--- src/rtl/core/slur_pkg.sv ---
// slur_pkg: constants and types shared by the shuffled Lehmer generator
// no dependencies; imported by every module of the block
`default_nettype none

package slur_pkg;

  localparam int unsigned DEF_TABLE_ENTRIES = 32;
  localparam int unsigned WARMUP_EXTRA      = 8;
  localparam int unsigned VAL_W             = 31;
  localparam int unsigned MULT_W            = 15;
  localparam int unsigned PROD_W            = VAL_W + MULT_W;

  localparam logic [MULT_W-1:0] LCG_MULT    = 15'd16807;
  localparam logic [VAL_W-1:0]  LCG_MOD     = 31'h7FFF_FFFF;
  localparam logic [VAL_W-1:0]  CLAMP_LIMIT = 31'd2147483390;

  localparam logic CMD_DRAW   = 1'b0;
  localparam logic CMD_RESEED = 1'b1;

  typedef enum logic [5:0] {
    ST_IDLE  = 6'b000001,
    ST_MUL   = 6'b000010,
    ST_RED   = 6'b000100,
    ST_DIV   = 6'b001000,
    ST_READ  = 6'b010000,
    ST_WRITE = 6'b100000
  } slur_state_t;

endpackage

`default_nettype wire

--- src/rtl/core/slur_mulmod.sv ---
// slur_mulmod: shared step x <- 16807 * x mod (2^31 - 1), product registered
// then folded next cycle; depends on slur_pkg
`default_nettype none

module slur_mulmod
  import slur_pkg::*;
(
  input  wire logic             clk,
  input  wire logic             load,
  input  wire logic [VAL_W-1:0] x_i,
  output logic      [VAL_W-1:0] y_o
);

  logic [PROD_W-1:0] prod_r;
  logic [VAL_W:0]    fold;

  always_ff @(posedge clk) begin
    if (load) begin
      prod_r <= PROD_W'(x_i) * PROD_W'(LCG_MULT);
    end
  end

  // 2^31 = 1 mod the modulus, so high part folds onto the low part
  always_comb begin
    fold = (VAL_W + 1)'(prod_r[PROD_W-1:VAL_W]) + (VAL_W + 1)'(prod_r[VAL_W-1:0]);
    if (fold >= (VAL_W + 1)'(LCG_MOD)) begin
      y_o = VAL_W'(fold - (VAL_W + 1)'(LCG_MOD));
    end else begin
      y_o = fold[VAL_W-1:0];
    end
  end

endmodule

`default_nettype wire

--- src/rtl/core/slur_slotdiv.sv ---
// slur_slotdiv: slot index from the shuffle output, reciprocal multiply then one
// compare-and-subtract correction, each step registered; depends on slur_pkg
`default_nettype none

module slur_slotdiv
  import slur_pkg::*;
#(
  parameter int unsigned TABLE_ENTRIES = DEF_TABLE_ENTRIES,
  parameter int unsigned IDX_W         = 5
) (
  input  wire logic             clk,
  input  wire logic             rst_n,
  input  wire logic             start,
  input  wire logic [VAL_W-1:0] dividend_i,
  output logic                  busy_o,
  output logic      [IDX_W-1:0] slot_o
);

  localparam longint unsigned SLOT_DIV = 64'd1 + (64'(LCG_MOD) - 64'd1) / 64'(TABLE_ENTRIES);
  // reciprocal scaled by 2^31; the estimate is low by at most one
  localparam longint unsigned RCP      = (64'd1 << VAL_W) / SLOT_DIV;
  localparam int unsigned     PW       = VAL_W + IDX_W;

  logic [VAL_W-1:0] x_r, x_nxt;
  logic [IDX_W-1:0] est_r, est_nxt;
  logic [IDX_W-1:0] slot_r, slot_nxt;
  logic             busy_r;
  logic [PW-1:0]    scaled;
  logic [PW-1:0]    back;
  logic [PW-1:0]    rem;
  logic [IDX_W:0]   q_up;

  always_comb begin
    x_nxt    = x_r;
    est_nxt  = est_r;
    slot_nxt = slot_r;
    scaled   = PW'(dividend_i) * PW'(RCP);
    back     = PW'(est_r) * PW'(SLOT_DIV);
    rem      = PW'(x_r) - back;
    q_up     = (IDX_W + 1)'(est_r) + (IDX_W + 1)'(rem >= PW'(SLOT_DIV));
    if (start) begin
      x_nxt   = dividend_i;
      est_nxt = scaled[PW-1:VAL_W];
    end
    if (busy_r) begin
      // an index past the table saturates to the last slot
      if (q_up >= (IDX_W + 1)'(TABLE_ENTRIES)) begin
        slot_nxt = IDX_W'(TABLE_ENTRIES - 1);
      end else begin
        slot_nxt = q_up[IDX_W-1:0];
      end
    end
  end

  always_ff @(posedge clk) begin
    if (!rst_n) begin
      busy_r <= 1'b0;
    end else begin
      busy_r <= start;
    end
  end

  always_ff @(posedge clk) begin
    x_r    <= x_nxt;
    est_r  <= est_nxt;
    slot_r <= slot_nxt;
  end

  assign busy_o = busy_r;
  assign slot_o = slot_r;

endmodule

`default_nettype wire

--- src/rtl/core/slur_table.sv ---
// slur_table: shuffle table memory, one write port and one registered read
// port; depends on slur_pkg
`default_nettype none

module slur_table
  import slur_pkg::*;
#(
  parameter int unsigned TABLE_ENTRIES = DEF_TABLE_ENTRIES,
  parameter int unsigned IDX_W         = 5
) (
  input  wire logic             clk,
  input  wire logic             we,
  input  wire logic [IDX_W-1:0] waddr,
  input  wire logic [VAL_W-1:0] wdata,
  input  wire logic [IDX_W-1:0] raddr,
  output logic      [VAL_W-1:0] rdata
);

  logic [VAL_W-1:0] mem [TABLE_ENTRIES];
  logic [VAL_W-1:0] rdata_r;

  always_ff @(posedge clk) begin
    if (we) begin
      mem[waddr] <= wdata;
    end
  end

  always_ff @(posedge clk) begin
    rdata_r <= mem[raddr];
  end

  assign rdata = rdata_r;

endmodule

`default_nettype wire

--- src/rtl/core/shuffled_lehmer_uniform_rng.sv ---
// a draw runs the multiply, the fold, the slot divide and the table read, then the
// write; a seeding draw first runs TABLE_ENTRIES + 8 warm-up multiply-fold steps
// one request at a time: a new one is taken only in the idle state, after the
// previous result is written; a stalled result holds off the write
// reset: synchronous, active low; generator state 1, shuffle output 0 so the
// first draw seeds; the table holds nothing until seeding fills it
`default_nettype none

module shuffled_lehmer_uniform_rng
  import slur_pkg::*;
#(
  parameter int unsigned TABLE_ENTRIES = DEF_TABLE_ENTRIES
) (
  input  wire logic             clk,
  input  wire logic             rst_n,
  input  wire logic             in_valid,
  output logic                  in_ready,
  input  wire logic             in_command,
  input  wire logic [VAL_W-1:0] in_seed,
  output logic                  out_valid,
  input  wire logic             out_ready,
  output logic      [VAL_W-1:0] out_sample,
  output logic                  out_clamped
);

  localparam int unsigned IDX_W  = (TABLE_ENTRIES > 1) ? $clog2(TABLE_ENTRIES) : 1;
  localparam int unsigned SEED_N = TABLE_ENTRIES + WARMUP_EXTRA;
  localparam int unsigned CNT_W  = $clog2(SEED_N + 1);

  slur_state_t      state_r, state_nxt;
  logic [VAL_W-1:0] lehmer_r, lehmer_nxt;
  logic [VAL_W-1:0] shuf_r, shuf_nxt;
  logic             seeding_r, seeding_nxt;
  logic [CNT_W-1:0] cnt_r, cnt_nxt;
  logic             out_valid_r, out_valid_nxt;
  logic [VAL_W-1:0] out_sample_r, out_sample_nxt;
  logic             out_clamped_r, out_clamped_nxt;

  logic [CNT_W-1:0] cnt_m1;
  logic [VAL_W-1:0] step_val;
  logic             mul_load;
  logic             div_start;
  logic             div_busy;
  logic [IDX_W-1:0] slot;
  logic             tbl_we;
  logic [IDX_W-1:0] tbl_waddr;
  logic [VAL_W-1:0] tbl_wdata;
  logic [VAL_W-1:0] tbl_rdata;
  logic             in_fire;
  logic             emit;

  slur_mulmod u_mulmod (
    .clk (clk),
    .load(mul_load),
    .x_i (lehmer_r),
    .y_o (step_val)
  );

  slur_slotdiv #(
    .TABLE_ENTRIES(TABLE_ENTRIES),
    .IDX_W        (IDX_W)
  ) u_slotdiv (
    .clk       (clk),
    .rst_n     (rst_n),
    .start     (div_start),
    .dividend_i(shuf_r),
    .busy_o    (div_busy),
    .slot_o    (slot)
  );

  slur_table #(
    .TABLE_ENTRIES(TABLE_ENTRIES),
    .IDX_W        (IDX_W)
  ) u_table (
    .clk  (clk),
    .we   (tbl_we),
    .waddr(tbl_waddr),
    .wdata(tbl_wdata),
    .raddr(slot),
    .rdata(tbl_rdata)
  );

  assign in_ready = (state_r == ST_IDLE);
  assign in_fire  = in_valid && in_ready;
  assign cnt_m1   = cnt_r - CNT_W'(1);
  assign emit     = (state_r == ST_WRITE) && (!out_valid_r || out_ready);

  always_comb begin
    state_nxt       = state_r;
    lehmer_nxt      = lehmer_r;
    shuf_nxt        = shuf_r;
    seeding_nxt     = seeding_r;
    cnt_nxt         = cnt_r;
    out_sample_nxt  = out_sample_r;
    out_clamped_nxt = out_clamped_r;
    out_valid_nxt   = out_valid_r && !out_ready;
    mul_load        = 1'b0;
    div_start       = 1'b0;
    tbl_we          = 1'b0;
    tbl_waddr       = slot;
    tbl_wdata       = lehmer_r;
    case (state_r)
      ST_IDLE: begin
        if (in_fire) begin
          state_nxt = ST_MUL;
          if (in_command == CMD_RESEED || shuf_r == '0) begin
            // zero seed and a seed equal to the modulus both start from one
            if (in_seed == '0 || in_seed == LCG_MOD) begin
              lehmer_nxt = VAL_W'(1);
            end else begin
              lehmer_nxt = in_seed;
            end
            seeding_nxt = 1'b1;
            cnt_nxt     = CNT_W'(SEED_N);
          end else begin
            seeding_nxt = 1'b0;
          end
        end
      end
      ST_MUL: begin
        mul_load  = 1'b1;
        state_nxt = ST_RED;
      end
      ST_RED: begin
        lehmer_nxt = step_val;
        if (seeding_r) begin
          // warm-up steps; the last ones fill the table from the top slot down
          tbl_we    = (cnt_m1 < CNT_W'(TABLE_ENTRIES));
          tbl_waddr = cnt_m1[IDX_W-1:0];
          tbl_wdata = step_val;
          cnt_nxt   = cnt_m1;
          state_nxt = ST_MUL;
          if (cnt_r == CNT_W'(1)) begin
            seeding_nxt = 1'b0;
            shuf_nxt    = step_val;
          end
        end else begin
          div_start = 1'b1;
          state_nxt = ST_DIV;
        end
      end
      ST_DIV: begin
        if (!div_busy) begin
          state_nxt = ST_READ;
        end
      end
      ST_READ: begin
        state_nxt = ST_WRITE;
      end
      ST_WRITE: begin
        if (emit) begin
          tbl_we          = 1'b1;
          shuf_nxt        = tbl_rdata;
          out_sample_nxt  = tbl_rdata;
          out_clamped_nxt = (tbl_rdata >= CLAMP_LIMIT);
          out_valid_nxt   = 1'b1;
          state_nxt       = ST_IDLE;
        end
      end
      default: begin
        state_nxt = ST_IDLE;
      end
    endcase
  end

  always_ff @(posedge clk) begin
    if (!rst_n) begin
      state_r     <= ST_IDLE;
      lehmer_r    <= VAL_W'(1);
      shuf_r      <= '0;
      seeding_r   <= 1'b0;
      cnt_r       <= '0;
      out_valid_r <= 1'b0;
    end else begin
      state_r     <= state_nxt;
      lehmer_r    <= lehmer_nxt;
      shuf_r      <= shuf_nxt;
      seeding_r   <= seeding_nxt;
      cnt_r       <= cnt_nxt;
      out_valid_r <= out_valid_nxt;
    end
  end

  always_ff @(posedge clk) begin
    out_sample_r  <= out_sample_nxt;
    out_clamped_r <= out_clamped_nxt;
  end

  assign out_valid   = out_valid_r;
  assign out_sample  = out_sample_r;
  assign out_clamped = out_clamped_r;

endmodule

`default_nettype wire

--- config.mk ---
export PLATFORM = sky130hd
export DESIGN_NAME = shuffled_lehmer_uniform_rng
export DESIGN_NICKNAME = d
export VERILOG_FILES = /design/src/rtl/core/slur_pkg.sv /design/src/rtl/core/slur_mulmod.sv /design/src/rtl/core/slur_slotdiv.sv /design/src/rtl/core/slur_table.sv /design/src/rtl/core/shuffled_lehmer_uniform_rng.sv
export SDC_FILE = /design/constraint.sdc
export NUM_CORES = 2
export LEC_CHECK = 0
export BUFFER_PORTS_ARGS = -buffer_cell sky130_fd_sc_hd__buf_2
export CAP_MARGIN = 20
export CORE_MARGIN = 10
export CORE_UTILIZATION = 64
export CTS_CLUSTER_SIZE = 20
export DETAILED_ROUTE_END_ITERATION = 12
export PLACE_DENSITY = 0.79
export SETUP_SLACK_MARGIN = 0.1
export SYNTH_ARGS = -nofsm -noshare
export SYNTH_HDL_FRONTEND = slang
export SYNTH_HIERARCHICAL = 1
export SYNTH_SLANG_ARGS = --single-unit
--- constraint.sdc ---
create_clock -name clk -period 8.86 [get_ports clk]
set_input_delay 2.658 -clock clk [delete_from_list [all_inputs] [get_ports clk]]
set_output_delay 2.658 -clock clk [all_outputs]
set_load 0.02 [all_outputs]
Yosys cells after proc, flatten, opt, wreduce, memory -nomap -nowiden
Memory sizes are Yosys's and may differ from the RTL's. A register that Yosys moved wholly into a read port is not among the register bits.
Index checks and enable logic that the tools add are counted.
- multiply operators: 1
- $add $sub $neg: 5
- muxes and demuxes: 37
- magnitude comparators: 5
- reductions and logical operators: 18
- eq/ne operators: 14
- operator list (kind ; number):
    2-to-1 mux 31 bit ; 9
    one-hot mux 31 bit (2 select lines) ; 2
    zero test 31 bit ; 2
    multiplier 31 x 15 -> 46 bit (second input constant) ; 1
    greater-or-equal comparator 36 x 27 -> 1 bit (second input constant) ; 1
    2-to-1 mux 6 bit ; 6
    one-hot mux 6 bit (6 select lines) ; 1
    adder 15 x 31 -> 32 bit ; 1
    greater-or-equal comparator 32 x 31 -> 1 bit (second input constant) ; 1
    subtractor 31 x 31 -> 32 bit ; 1
    equality test 31 bit (second input constant) ; 1
    greater-or-equal comparator 31 bit (second input constant) ; 1
    subtractor 31 bit (second input constant) ; 1
    2-to-1 mux 1 bit ; 13
    equality test 6 x 1 -> 1 bit (second input constant) ; 2
    one-hot mux 6 bit (2 select lines) ; 1
    2-to-1 mux 5 bit ; 2
    inequality test 2 bit (second input constant) ; 4
    AND reduction 4 bit ; 2
    adder 5 x 1 -> 6 bit ; 1
    equality test 6 x 2 -> 1 bit (second input constant) ; 1
    equality test 6 x 3 -> 1 bit (second input constant) ; 1
    equality test 6 x 4 -> 1 bit (second input constant) ; 1
    equality test 6 x 5 -> 1 bit (second input constant) ; 1
    other kinds (13) ; 23
- register bits after elaboration: 196
- memories kept: 1
- output and inout port bits: 34
- RAM bits: 992
- memory list (name ; depth ; bits a word ; rd ports ; clocked after Yosys merged registers in ; wr ports ; RTL line ; RTL):
    u_table.mem ; 32 ; 31 ; 1 ; 1 ; 1 ; slur_table.sv:19 ; logic [VAL_W-1:0] mem [TABLE_ENTRIES];

Depth between registers and ports, before layout
- depth after elaboration: 7
- mapped depth: 24
- gate-level depth less buffers: 23

Hierarchy
Netlist, hierarchy kept.
- by module, submodules not included (module ; area an instance (µm²) ; cells each ; times used):
    slur_table ; 39163.8 ; 2192 ; 1
    slur_mulmod ; 10933.0 ; 1178 ; 1
    shuffled_lehmer_uniform_rng ; 5595.4 ; 540 ; 1
    slur_slotdiv ; 326.6 ; 12 ; 1

Least setup slack after synthesis
Ideal clock, no wire load.
- path type: register -> register
- start point: register lehmer_r[25]
- end point: register u_mulmod.prod_r[43] (data pin)
- period minus slack after synthesis: 6028 ps
- stages on the path, launching flop included: 25
- data required time: 8597 ps
- path buffers: 1
- data arrival time: 5765 ps
- path slack: 2832 ps
- cells stage by stage: dfxtp_1 inv_1 fa_1 inv_1 ha_1 inv_1 fa_1 inv_1 fa_1 fa_1 inv_1 fa_1 inv_1 ha_1 clkbuf_1 a21o_1 a21o_1 a21o_1 a211oi_1 o31ai_1 o21ai_0 o31ai_1 a211o_1 a21oi_1 xnor2_1
- word-level cells in the longest chain between the ends: 1
- RTL lines (what ; RTL line ; RTL):
    from (decl) ; shuffled_lehmer_uniform_rng.sv:31 ; logic [VAL_W-1:0] lehmer_r, lehmer_nxt;
    from (signal assigned) ; shuffled_lehmer_uniform_rng.sv:176 ; lehmer_r <= lehmer_nxt;
    multiplier 31 x 15 -> 46 bit ; slur_mulmod.sv:19 ; prod_r <= PROD_W'(x_i) * PROD_W'(LCG_MULT);
    to (signal assigned) ; slur_mulmod.sv:19 ;
    to (decl) ; slur_mulmod.sv:14 ; logic [PROD_W-1:0] prod_r;
Every way passes these cells.
A chain may end at the register's enable or synchronous reset.

Worst setup path in the final report
- start point: register lehmer_r[13]
- end point: register u_mulmod.prod_r[42] (data pin)
Same word-level chain as after synthesis.

==> metrics.md <==
| Metric | Value |
|---|---|
| Status | complete, no violations |
| Yosys warnings | 6 |
| Worst Setup Start Kind | register |
| Slew HR | between 20% and 30% |
| Final Max Slew Viols | 0 |
| Ports | 70 |
| Top_reg_cell synth | edfxtp_1 |
| Cell accounting for the most synthesized area | edfxtp_1 |
| Leakage dissipation | between 20 and 25 nW |
| HP Class | register to register |
| Vias in the first global route | 33056 |
| Synthesized Nets | 4297 |
| Post-Syn Instances | between 3000 and 4000 |
| Post-CTS Setup Bufs | 0 |
| Synth async-reset ratio | 0% |
| VDD IR max | about 0.26 mV |
| CTS sink count | ~1200 |
| Sequential Area | about 35000 µm² |
| Minimum clock period | around 7 ns |
| Row cnt | 108 |
| Net Sw Frac | slightly below 30% |
| Routed len/inst | around 27 µm |
| Cts repair resizes | 0 |
| Area of the multi-input gates | 19400 µm² |
| Hold_ws | about 0.43 ns |
| Area Growth Syn to Fin | 9.49% |
| Cts hold-fix bufs | 0 |
| Avg Vias per Cell | between 6 and 7 |
| Critical path type | register to register |
| Pwr dens | roughly 250 nW/µm² |
| Sequential Power Share | between 40 and 50% |
| Average size of a mapped cell | between 10 and 15 µm² |
| Gate power share | 25.1% |
| Gr ovfl total | 0 |
| First-pass GRT wire length | ~210000 µm |
| Register bit total from synthesis | roughly 1200 |
| Remaining antenna violation count | 0 |
| Synth cell types | 100 |
| Die X | ~320 µm |
| Endpoints failing setup | 0 |
| Clock Skews | 0.0375 ns |
| Max Cap Violations | 0 |
| Placed Cells | about 5000 |
| Sequential share of the synthesized area | ~60% |
| Drc violations | 0 |
| Clock-pin slew on the worst setup and hold paths | approximately 0.06 ns |
| CTS tree | built |
| Largest net degree at the start of global routing | roughly 130 |
| Nets | ~4400 |
| Starting Density | between 60% and 70% |
| CTS buffer count | ~110 |
| Number of DRC markers in iteration 0 | ~3800 |
| Slew @ Worst Pin | 1.10 ns |
| Vias | between 30000 and 40000 |
| Fin cells | about 5200 |
| Core area | about 87000 µm² |
| DRT Pass-1 Iters | 6 |
| Die Y | between 300 and 400 µm |
| Full die area | 99800 µm² |
| Post-Syn Area | 56000 µm² |
| Routed WL | 142000 µm |
| Placer congestion estimate | around 0.95 |
| Initial antenna violation count | 1 |
| Synth top area share | 57.9% |
| RSZ-0062 raised after global routing | no |
| H-tree levels | 3 |
| Share of cells above drive strength 1 | a little over a tenth |
| Root Driver | clkbuf_16 |
| Final cycle utilization of the critical path | between 70% and 80% |
| Post-synth EDFFs | between 1000 and 1500 |
| Net Sw Power | around 4.5 mW |
| Fill cells | about 5700 |
| Worst skew pair latency | 0.72 ns |
| TNS Setup | 0 ns |
| PortBufs | 69 |
| Crit-path max FO | 8 |
| Fmax | around 150 MHz |
| Post-detail-place hpwl | around 90000 µm |
| Worst EP arrival | 7.27 ns |
| Clock tree buffer depth | 3 |
| Area contributors post-synth | edfxtp_1, mux2i_1, fa_1 |
| Nature of the critical path endpoint | register |
| Data required, critical path | 9.29 ns |
| Final Hold Vio Count | 0 |
| Clock network fraction of total power | 32.1% |
| GR Util All Layers | 28.2% |
| Int Pwr | about 11 mW |
==> sequential cells by signal, summed over array words and instances (netlist names) <==
register          flops
cnt_r                 6
lehmer_r             31
out_clamped           1
out_sample           31
out_valid             1
seeding_r             1
shuf_r               31
state_r               6
u_mulmod/prod_r      46
u_slotdiv/busy_o      1
u_slotdiv/slot_o      5
u_slotdiv/x_r         5
u_table/mem         992
u_table/rdata        31
==> final timing paths <==
check	start	endpoint	slack, ns	cells past startpoint
worst max-delay path	lehmer_r[13]	u_mulmod/prod_r[42]	2.02	23
worst min-delay path	u_slotdiv/x_r[30]	u_slotdiv/slot_o[4]	0.43	0
worst max register to register	lehmer_r[13]	u_mulmod/prod_r[42]	2.02	23
worst min register to register	u_slotdiv/x_r[30]	u_slotdiv/slot_o[4]	0.43	0
==> logic make-up (layout without fill, tap and decap cells) <==
logic type | Yosys count | after routing | synth area share [%]
AND/OR/NAND/NOR | 659 | 659 | 5.82
multiplexers | 559 | 559 | 10.1
flip-flops | 1188 | 1188 | 61.8
XOR/XNOR | 83 | 83 | 1.31
other | 0 | 1 | 0
AO/OA/AOI/OAI | 590 | 590 | 7.59
buffers and inverters | 504 | 665 | 4.09
adder cells (fa/ha/maj) | 339 | 339 | 9.37
==> power groups by stage <==
stage / Sequential [mW] / Combinational, mW / Clock (mW)
after detailed placement: 6.61 / 3.74 / 0
final: 6.49 / 3.80 / 4.86
after CTS: 6.49 / 3.75 / 4.92
after global placement: 6.61 / 3.63 / 0
after floorplan: 6.55 / 2.88 / 0
after global routing: 6.50 / 4.29 / 5.12
==> worst max-delay path, cell delays in order, from the launching register on <==
cell and delay, ns:
dfxtp_1 0.53, inv_1 0.16, fa_1 0.55, inv_1 0.04, ha_1 0.28, fa_1 0.51, inv_1 0.05, fa_1 0.47
inv_1 0.05, fa_1 0.53, inv_1 0.05, fa_1 0.53, inv_1 0.04, ha_1 0.36, a21oi_1 0.20, o21ai_0 0.15
a31oi_1 0.28, o211ai_1 0.13, o21ai_0 0.61, o21ai_0 0.25, a31oi_1 0.30, nor3_1 0.08, nor4_1 0.33, xnor2_1 0.10
==> cell type report <==
class                      count  area share [%]
antenna                        1         0.00408
multi-input combinational   2230            31.7
timing repair buffer         132            1.42
clock buffer                 153            5.02
tap                         1155            2.36
inverter                     325            1.99
clock inverter                55            1.13
sequential                  1188            56.4
==> metal layers <==
layer	vias up	track usage, %	part of all wire [%]
met3	366	4.51	8.2
li1	14800	-	-
met5	-	0	0
met1	16732	36.8	39
met4	0	11.7	4.5
met2	1603	47.0	49
==> per-stage QoR <==
stage	power [mW]	util, %	setup slack, ns	area [µm²]
CTS	15.2	70.7	2.04	61300
floorplan	9.44	-	2.83	56000
finish	15.2	70.7	2.02	61300
detailed placement	10.4	66.3	2.07	57500
global placement	10.2	66.3	2.19	57500
global route	15.9	70.7	1.61	61300
==> cell usage after synthesis (all sizes together) (14+ instances only) <==
cell,n
edfxtp,1080
mux2i,527
inv,325
ha,205
a21oi,179
nand2,170
nand3,152
nor2,140
fa,134
dfxtp,108
buf,102
a22oi,94
clkbuf,75
a22o,62
nor3,61
xnor2,61
o21ai,47
a31oi,44
a211oi,38
a21o,34
nand4,33
mux2,32
a311oi,30
nor4,24
xor2,22
o21bai,14
==> layout by cell type, fill, tap and decap left out, drive strengths merged, types with 7 or more instances in the layout <==
| master | instances |
|---|---|
| o21bai | 14 |
| bufinv | 12 |
| and3 | 12 |
| o21a | 8 |
| nand3b | 8 |
| a22o | 62 |
| a31oi | 44 |
| a22oi | 94 |
| clkinvlp | 7 |
| nand2 | 170 |
| a211oi | 38 |
| a21oi | 179 |
| xor2 | 22 |
| ha | 205 |
| inv | 328 |
| mux2i | 527 |
| clkbuf | 153 |
| xnor2 | 61 |
| dfxtp | 108 |
| nor3 | 61 |
| edfxtp | 1080 |
| o211ai | 9 |
| clkinv | 33 |
| buf | 132 |
| nor2b | 9 |
| fa | 134 |
| nor2 | 140 |
| nand4 | 33 |
| a21o | 34 |
| a311oi | 30 |
| and2 | 12 |
| o21ai | 47 |
| nor4 | 24 |
| nand3 | 152 |
| mux2 | 32 |
Note: power is estimated with default switching activity, not from simulation.
